File: config.mk
export PLATFORM = sky130hd
export DESIGN_NAME = ray_box_pick_closest
export DESIGN_NICKNAME = d
export VERILOG_FILES = /design/src/rtl/rbpc_pkg.sv /design/src/rtl/ray_box_pick_closest.sv
export VERILOG_INCLUDE_DIRS = /design/src /design/src/rtl
export SDC_FILE = /design/constraint.sdc
export NUM_CORES = 2
export LEC_CHECK = 0
export BUFFER_PORTS_ARGS = -buffer_cell sky130_fd_sc_hd__buf_2
export CAP_MARGIN = 20
export CORE_ASPECT_RATIO = 1.75
export CORE_MARGIN = 2
export CORE_UTILIZATION = 39
export CTS_CLUSTER_SIZE = 16
export DETAILED_ROUTE_END_ITERATION = 10
export GPL_ROUTABILITY_DRIVEN = 1
export PLACE_DENSITY_LB_ADDON = 0.15
export SETUP_SLACK_MARGIN = 0.15
export SLEW_MARGIN = 0
export SYNTH_ARGS = -nofsm -noshare
export SYNTH_HDL_FRONTEND = slang
export SYNTH_SLANG_ARGS = --single-unit
File: constraint.sdc
create_clock -name clk -period 10.2 [get_ports clk]
set_input_delay 1.02 -clock clk [delete_from_list [all_inputs] [get_ports clk]]
set_output_delay 1.02 -clock clk [all_outputs]
set_load 0.01 [all_outputs]
File: src/rtl/ray_box_pick_closest_assert.svh
// assertion macros for the ray box picker
`ifndef RAY_BOX_PICK_CLOSEST_ASSERT_SVH
`define RAY_BOX_PICK_CLOSEST_ASSERT_SVH

// same-cycle implication
`define RBPC_ASSERT_NOW(label, ante, cons, msg) \
  label: assert property (@(posedge clk) disable iff (rst) (ante) |-> (cons)) \
    else $error(msg);

// next-cycle implication
`define RBPC_ASSERT_NEXT(label, ante, cons, msg) \
  label: assert property (@(posedge clk) disable iff (rst) (ante) |=> (cons)) \
    else $error(msg);

`endif

File: src/rtl/rbpc_pkg.sv
package rbpc_pkg;

  localparam int MAX_BOXES_DEF = 256;
  localparam int FRAC_BITS_DEF = 16;

  localparam int POS_W   = 32;
  localparam int DIR_W   = 18;
  localparam int SCALE_W = 20;
  localparam int DIST_W  = 31;
  localparam int IDX_W   = 8;
  localparam int REG_W   = 3;

  typedef logic [REG_W-1:0] reg_index_t;

  localparam reg_index_t REG_ORIGIN_X = 3'd0;
  localparam reg_index_t REG_ORIGIN_Y = 3'd1;
  localparam reg_index_t REG_ORIGIN_Z = 3'd2;
  localparam reg_index_t REG_DIR_X    = 3'd3;
  localparam reg_index_t REG_DIR_Y    = 3'd4;
  localparam reg_index_t REG_DIR_Z    = 3'd5;

  localparam logic [DIST_W-1:0] DIST_MAX = '1;

endpackage

File: src/rtl/ray_box_pick_closest.sv
// ray pick against axis-aligned boxes, closest hit of a sweep
// cfg_we/cfg_index/cfg_data set the ray origin (0..2) and direction (3..5);
// write them only while the block is idle
// s_* takes one box per transfer: centre, full size, tlast marks the last
// box of a sweep. m_* gives one result per box: hit flag, distance, and the
// nearest hit of the sweep so far; m_tlast closes the sweep and the tracker
// and box counter clear behind it
// each box runs six slab divisions through one bit-serial restoring divider,
// one quotient bit per cycle; a division loads the operands in the setup
// step, shifts out NW = 33 + FRAC_BITS quotient bits and then folds the
// quotient into the slab interval; an axis with zero direction checks the
// origin against the slab instead of a division pair
// one box is in work at a time, s_tready is high only when the divider
// sequencer is idle
// a result waits in the output register while m_tready is low; the next box
// may be taken and worked on meanwhile, and it stalls only at its final step
// reset clears the ray to origin 0, direction +z, and clears the tracker
`include "ray_box_pick_closest_assert.svh"

module ray_box_pick_closest import rbpc_pkg::*; #(
  parameter int MAX_BOXES = MAX_BOXES_DEF,
  parameter int FRAC_BITS = FRAC_BITS_DEF
) (
  input  logic               clk,
  input  logic               rst,
  input  logic               cfg_we,
  input  logic [REG_W-1:0]   cfg_index,
  input  logic [POS_W-1:0]   cfg_data,
  input  logic               s_tvalid,
  output logic               s_tready,
  // center_x, center_y, center_z, scale_x, scale_y, scale_z, zero pad
  input  logic [159:0]       s_tdata,
  input  logic               s_tlast,
  output logic               m_tvalid,
  input  logic               m_tready,
  // hit, hit_distance, closest_found, closest_index, zero pad
  output logic [47:0]        m_tdata,
  output logic               m_tlast
);

  localparam int MW   = 34;
  localparam int NW   = MW + FRAC_BITS - 1;
  localparam int TW   = NW + 2;
  localparam int CNTW = $clog2(NW + 1);

  localparam logic [2:0] ST_IDLE  = 3'd0;
  localparam logic [2:0] ST_SETUP = 3'd1;
  localparam logic [2:0] ST_DIV   = 3'd2;
  localparam logic [2:0] ST_NEXT  = 3'd3;
  localparam logic [2:0] ST_FIN   = 3'd4;

  localparam logic signed [TW-1:0] T_NEG_INF = {1'b1, {(TW-1){1'b0}}};
  localparam logic signed [TW-1:0] T_POS_INF = {1'b0, {(TW-1){1'b1}}};
  localparam logic signed [TW-1:0] T_DMAX    = {{(TW-DIST_W){1'b0}}, DIST_MAX};

  logic [2:0] state;

  logic signed [POS_W-1:0] org [3];
  logic signed [DIR_W-1:0] dir [3];

  logic signed [POS_W-1:0] ctr [3];
  logic [SCALE_W-1:0]      scl [3];
  logic                    last_q;

  logic [1:0] axis;
  logic       upper;
  logic       miss;
  logic signed [TW-1:0] near_t, far_t, t_first;

  logic [NW-1:0]    num_sh, quo;
  logic [DIR_W-1:0] rem, den;
  logic             qneg;
  logic [CNTW-1:0]  cnt;

  logic [DIST_W-1:0] best_dist;
  logic [IDX_W-1:0]  best_idx, box_cnt;
  logic              best_valid;

  // slab bound minus origin, both doubled
  logic signed [34:0] c2, s2, o2, bound2;
  logic signed [35:0] diff, diff_abs;
  logic               diff_neg;
  logic [MW-1:0]      diff_mag;
  logic signed [DIR_W-1:0] dval;
  logic               dz;
  logic [DIR_W-1:0]   dmag;

  always_comb begin
    c2       = {{2{ctr[axis][POS_W-1]}}, ctr[axis], 1'b0};
    s2       = {15'b0, scl[axis]};
    o2       = {{2{org[axis][POS_W-1]}}, org[axis], 1'b0};
    bound2   = upper ? c2 + s2 : c2 - s2;
    diff     = {bound2[34], bound2} - {o2[34], o2};
    diff_neg = diff[35];
    diff_abs = diff_neg ? -diff : diff;
    diff_mag = diff_abs[MW-1:0];
    dval     = dir[axis];
    dz       = (dval == '0);
    dmag     = dval[DIR_W-1] ? DIR_W'(-dval) : DIR_W'(dval);
  end

  // one restoring step
  logic [DIR_W:0] trial;
  logic           ge;
  always_comb begin
    trial = {rem, num_sh[NW-1]};
    ge    = (trial >= {1'b0, den});
  end

  logic signed [TW-1:0] tq, tmn, tmx;
  always_comb begin
    tq  = qneg ? -$signed({2'b00, quo}) : $signed({2'b00, quo});
    tmn = (t_first < tq) ? t_first : tq;
    tmx = (t_first < tq) ? tq : t_first;
  end

  // final decision
  logic                 hit, upd, fin_fire;
  logic signed [TW-1:0] tsel;
  logic [DIST_W-1:0]    hit_len;
  logic [8:0]           cnt_inc;
  always_comb begin
    hit  = !miss && !far_t[TW-1] && !(near_t > far_t);
    tsel = (!near_t[TW-1] && near_t != '0) ? near_t : far_t;
    if (!hit || tsel[TW-1]) hit_len = '0;
    else if (tsel > T_DMAX) hit_len = DIST_MAX;
    else                    hit_len = tsel[DIST_W-1:0];
    upd      = hit && (!best_valid || hit_len < best_dist);
    fin_fire = (state == ST_FIN) && (!m_tvalid || m_tready);
    cnt_inc  = {1'b0, box_cnt} + 9'd1;
  end

  assign s_tready = (state == ST_IDLE);

  always_ff @(posedge clk) begin
    if (rst) begin
      org[0] <= '0;
      org[1] <= '0;
      org[2] <= '0;
      dir[0] <= '0;
      dir[1] <= '0;
      dir[2] <= DIR_W'(65536);
    end else if (cfg_we) begin
      unique case (cfg_index)
        REG_ORIGIN_X: org[0] <= cfg_data;
        REG_ORIGIN_Y: org[1] <= cfg_data;
        REG_ORIGIN_Z: org[2] <= cfg_data;
        REG_DIR_X:    dir[0] <= cfg_data[DIR_W-1:0];
        REG_DIR_Y:    dir[1] <= cfg_data[DIR_W-1:0];
        REG_DIR_Z:    dir[2] <= cfg_data[DIR_W-1:0];
        default: ;
      endcase
    end
  end

  always_ff @(posedge clk) begin
    if (s_tvalid && s_tready) begin
      ctr[0] <= s_tdata[31:0];
      ctr[1] <= s_tdata[63:32];
      ctr[2] <= s_tdata[95:64];
      scl[0] <= s_tdata[115:96];
      scl[1] <= s_tdata[135:116];
      scl[2] <= s_tdata[155:136];
      last_q <= s_tlast;
    end
  end

  always_ff @(posedge clk) begin
    if (rst) begin
      state      <= ST_IDLE;
      axis       <= '0;
      upper      <= 1'b0;
      miss       <= 1'b0;
      near_t     <= T_NEG_INF;
      far_t      <= T_POS_INF;
      cnt        <= '0;
      m_tvalid   <= 1'b0;
      best_dist  <= DIST_MAX;
      best_idx   <= '0;
      best_valid <= 1'b0;
      box_cnt    <= '0;
    end else begin
      unique case (state)
        ST_IDLE: begin
          if (s_tvalid) begin
            axis   <= '0;
            upper  <= 1'b0;
            miss   <= 1'b0;
            near_t <= T_NEG_INF;
            far_t  <= T_POS_INF;
            state  <= ST_SETUP;
          end
        end
        ST_SETUP: begin
          if (dz) begin
            // origin must lie inside the slab, bounds inclusive
            if (!upper && !diff_neg && diff != '0) miss <= 1'b1;
            if (upper && diff_neg) miss <= 1'b1;
            upper <= !upper;
            if (upper) begin
              axis  <= axis + 2'd1;
              state <= (axis == 2'd2) ? ST_FIN : ST_SETUP;
            end
          end else begin
            num_sh <= {diff_mag, {(FRAC_BITS-1){1'b0}}};
            rem    <= '0;
            quo    <= '0;
            den    <= dmag;
            qneg   <= diff_neg ^ dval[DIR_W-1];
            cnt    <= CNTW'(NW);
            state  <= ST_DIV;
          end
        end
        ST_DIV: begin
          rem    <= ge ? DIR_W'(trial - {1'b0, den}) : trial[DIR_W-1:0];
          quo    <= {quo[NW-2:0], ge};
          num_sh <= {num_sh[NW-2:0], 1'b0};
          cnt    <= cnt - 1'b1;
          if (cnt == CNTW'(1)) state <= ST_NEXT;
        end
        ST_NEXT: begin
          if (!upper) begin
            t_first <= tq;
          end else begin
            if (tmn > near_t) near_t <= tmn;
            if (tmx < far_t) far_t <= tmx;
          end
          upper <= !upper;
          if (upper) begin
            axis  <= axis + 2'd1;
            state <= (axis == 2'd2) ? ST_FIN : ST_SETUP;
          end else begin
            state <= ST_SETUP;
          end
        end
        ST_FIN: begin
          if (fin_fire) begin
            m_tlast  <= last_q;
            m_tdata  <= {7'b0,
                         upd ? box_cnt : best_idx,
                         best_valid | upd,
                         hit_len,
                         hit};
            if (last_q) begin
              best_dist  <= DIST_MAX;
              best_idx   <= '0;
              best_valid <= 1'b0;
              box_cnt    <= '0;
            end else begin
              if (upd) begin
                best_dist  <= hit_len;
                best_idx   <= box_cnt;
                best_valid <= 1'b1;
              end
              box_cnt <= ({23'b0, cnt_inc} >= 32'(MAX_BOXES)) ? '0 : cnt_inc[IDX_W-1:0];
            end
            state <= ST_IDLE;
          end
        end
        default: state <= ST_IDLE;
      endcase
      if (fin_fire) m_tvalid <= 1'b1;
      else if (m_tready) m_tvalid <= 1'b0;
    end
  end

  `RBPC_ASSERT_NOW(a_div_den, state == ST_DIV, den != '0, "divider running on zero divisor")
  `RBPC_ASSERT_NOW(a_miss_dist, m_tvalid && !m_tdata[0], m_tdata[31:1] == '0, "miss with distance")
  `RBPC_ASSERT_NEXT(a_sweep_clear, fin_fire && last_q, !best_valid && box_cnt == '0, "tracker kept")

endmodule
==> impl_metrics.tcl <==
set metrics [dict create \
    hp-class "flop to flop" \
    maxCapViolCount 0 \
    viasPerCell 5.37 \
    period_minus_slack_ps 9480 \
    path_clk_slew_ps 60 \
    yosys_warnings 0 \
    post-route-period-util_pct 93.0 \
    holdWs_ps 449 \
    synth_top_cell_by_area "edfxtp_1" \
    end_kind "flop" \
    tightest_slew_ps 1210 \
    start_kind "flop" \
    yosysMostFrequentCell "edfxtp_1" \
    dpl.hpwl_um 83700 \
    cts_buffer_depth 3 \
    vias 29659 \
    synthTopCellsByCount "edfxtp_1, ha_1, inv_1, nor2_1, a21oi_1" \
    relSlewSlack_pct 19.1 \
    detail-route-antenna-nets 0 \
    dr.pass1.iters 5 \
    synth_area_per_cell_um2 10.4 \
    synth.top_cell.area_share_pct 38.4 \
    ys_seq_area_share_pct 46.6 \
    drv_slew 0 \
    cts_made_buffers 72 \
    area_growth_pct 13.3 \
    fmax_ghz 0.105 \
    cts_tree "done" \
    drt-initial-drc-count 1398 \
    crit_slowest_cell "nor4_1" \
    globalplace.congestion 0.891 \
    first_global_vias 30261 \
    hold_buffers 0 \
    clock_skew_ps 32.1 \
    ys.flop_type "edfxtp_1" \
    placedInstanceArea_um2 43600 \
    globalRouteOverflowTotal 0 \
    core_um2 103000 \
    r2r_cells 34 \
    dieArea_um2 107000 \
    syn-instance-count 3907 \
    antenna_found_initial 10 \
    synth_area_leaders "edfxtp_1, ha_1, dfxtp_1" \
    grt_max_degree 78 \
    cp_max_fo 31 \
    cpPeakStageDelay_ps 600 \
    netlist-cell-type-count 101 \
    seqPwrFrac_pct 42.3 \
    track_usage_pct 20.7 \
    cts.sinks 686 \
    fin_nets 4647 \
    fp.dieW_um 248 \
    design_area_um2 46100 \
    irDropWorstVdd_mv 0.156 \
    crit_type "flop to flop" \
    setup_viol 0 \
    drt-total-wl_um 110000 \
    io_pins 252 \
    hold_viol_final 0 \
    switching_share_pct 29.8 \
    ys_async_sr_fraction_pct 0 \
    io_buffers 240 \
    ys_ff_latch 686 \
    status "finished clean" \
    post_cts_buffers 0 \
    synth_edf_count 520 \
    p_clk_share_pct 35.3 \
    utilization_pct 44.6 \
    ctsRootBufferMaster "clkbuf_16" \
    whs_path_depth 2 \
    wl_per_cell_um 19.9 \
    rows 156 \
    cp.arrival_ps 10010 \
    power_frac_comb_pct 22.4 \
    p_switching_mw 2.30 \
    finalSetupTns_ps 0 \
    p_int_mw 5.40 \
    drive_above_1_share_pct 13.2 \
    clock_latency_ps 680 \
    start_util_pct 39.4 \
    powerDensity_nw_per_um2 167 \
    die_h_um 431 \
    p_leak_nw 18.4 \
    htree_levels 3 \
    crit_required_ps 10730 \
    grt_first_pass_wirelength_um 169000 \
    synth_area_um2 40600 \
    post_cts_resized 0 \
    rsz0062_at_grt "no" \
    drc_errors 0 \
]
cell families (layout without fill, tap and decap cells):
family | Yosys count | count (layout) | synth area share [%]
other cells | 1 | 10 | 0.00923
xor+xnor | 167 | 167 | 3.64
buf+inv | 473 | 738 | 4.62
simple gates | 1120 | 1120 | 13.8
fa+ha+maj | 328 | 328 | 10.2
compound gates | 889 | 889 | 14.8
flops | 686 | 686 | 46.6
mux | 243 | 243 | 6.35
layout by cell type (no fill, tap or decap), types with 124 or more instances in the layout:
cell / Yosys / final
edfxtp_1: 520 / 520
ha_1: 324 / 324
inv_1: 284 / 284
nor2_1: 284 / 281
buf_2: 20 / 239
a21oi_1: 218 / 216
nor3_1: 200 / 199
nand2_1: 193 / 190
dfxtp_1: 166 / 164
o21ai_0: 139 / 132
mux2i_1: 124 / 124
final timing paths:
| path | end | slack [ps] | from |
|---|---|---|---|
| hold reg to reg | best_dist[0]$_SDFFE_PP1P_ | 450 | best_dist[0]$_SDFFE_PP1P_ |
| setup / recovery | near_t[50]$_SDFFE_PP1P_ | 720 | quo[16]$_SDFFCE_PN0P_ |
| hold / removal | best_dist[0]$_SDFFE_PP1P_ | 450 | best_dist[0]$_SDFFE_PP1P_ |
| setup reg to reg | near_t[50]$_SDFFE_PP1P_ | 720 | quo[16]$_SDFFCE_PN0P_ |
per-stage QoR:
stage,std cells,power [mW],worst slack [ps]
finish,5524,7.70,718
detailed placement,5386,5.04,723
global route,5523,8.10,193
global placement,5383,5.03,832
CTS,5520,7.80,662
floorplan,3913,4.60,1590
worst max-delay path: cells and delay by family (launching register included):
| kind | cells | cell delay [ps] |
|---|---|---|
| mux | 2 | 790 |
| fa+ha+maj | 2 | 610 |
| buf+inv | 5 | 950 |
| simple gates | 12 | 3160 |
| compound gates | 11 | 2790 |
| xor+xnor | 2 | 520 |
| flops | 1 | 460 |
power by group through the flow:
stage / Clock (mW) / Combinational [mW] / Sequential [mW]
after detailed placement: 0 / 1.72 / 3.32
after floorplan: 0 / 1.29 / 3.32
final: 2.72 / 1.72 / 3.26
after CTS: 2.80 / 1.73 / 3.26
after global routing: 2.91 / 1.92 / 3.27
after global placement: 0 / 1.71 / 3.32
sequential cells by signal, indices dropped and copies added, names as in the netlist, 31 cells and up, named ones only:
name,count
best_dist,31
ctr,96
dir,54
far_t,51
m_tdata,41
near_t,51
num_sh,34
org,96
quo,49
scl,60
t_first,51
final cells by class:
| class | count | area [um^2] |
|---|---|---|
| flip-flops and latches | 686 | 18900 |
| fillers | 9881 | 57200 |
| clock inverters | 46 | 538 |
| multi-input cells | 2754 | 20000 |
| repair buffers | 320 | 1930 |
| diodes | 3 | 7.51 |
| clock buffers | 88 | 1900 |
| inverters | 284 | 1070 |
| well taps | 1343 | 1680 |
per-layer routing:
| layer | global-route usage (%) | vias up | wire (um) | part of all wire [%] |
|---|---|---|---|---|
| li1 | - | 14820 | - | - |
| met1 | 19.9 | 14086 | 38300 | 35 |
| met2 | 40.6 | 546 | 61000 | 56 |
| met3 | 2.87 | 195 | 3640 | 3.3 |
| met4 | 12.3 | 12 | 6890 | 6.3 |
| met5 | 0 | - | 82 | 0.075 |
Power figures use the tool's default switching activity.
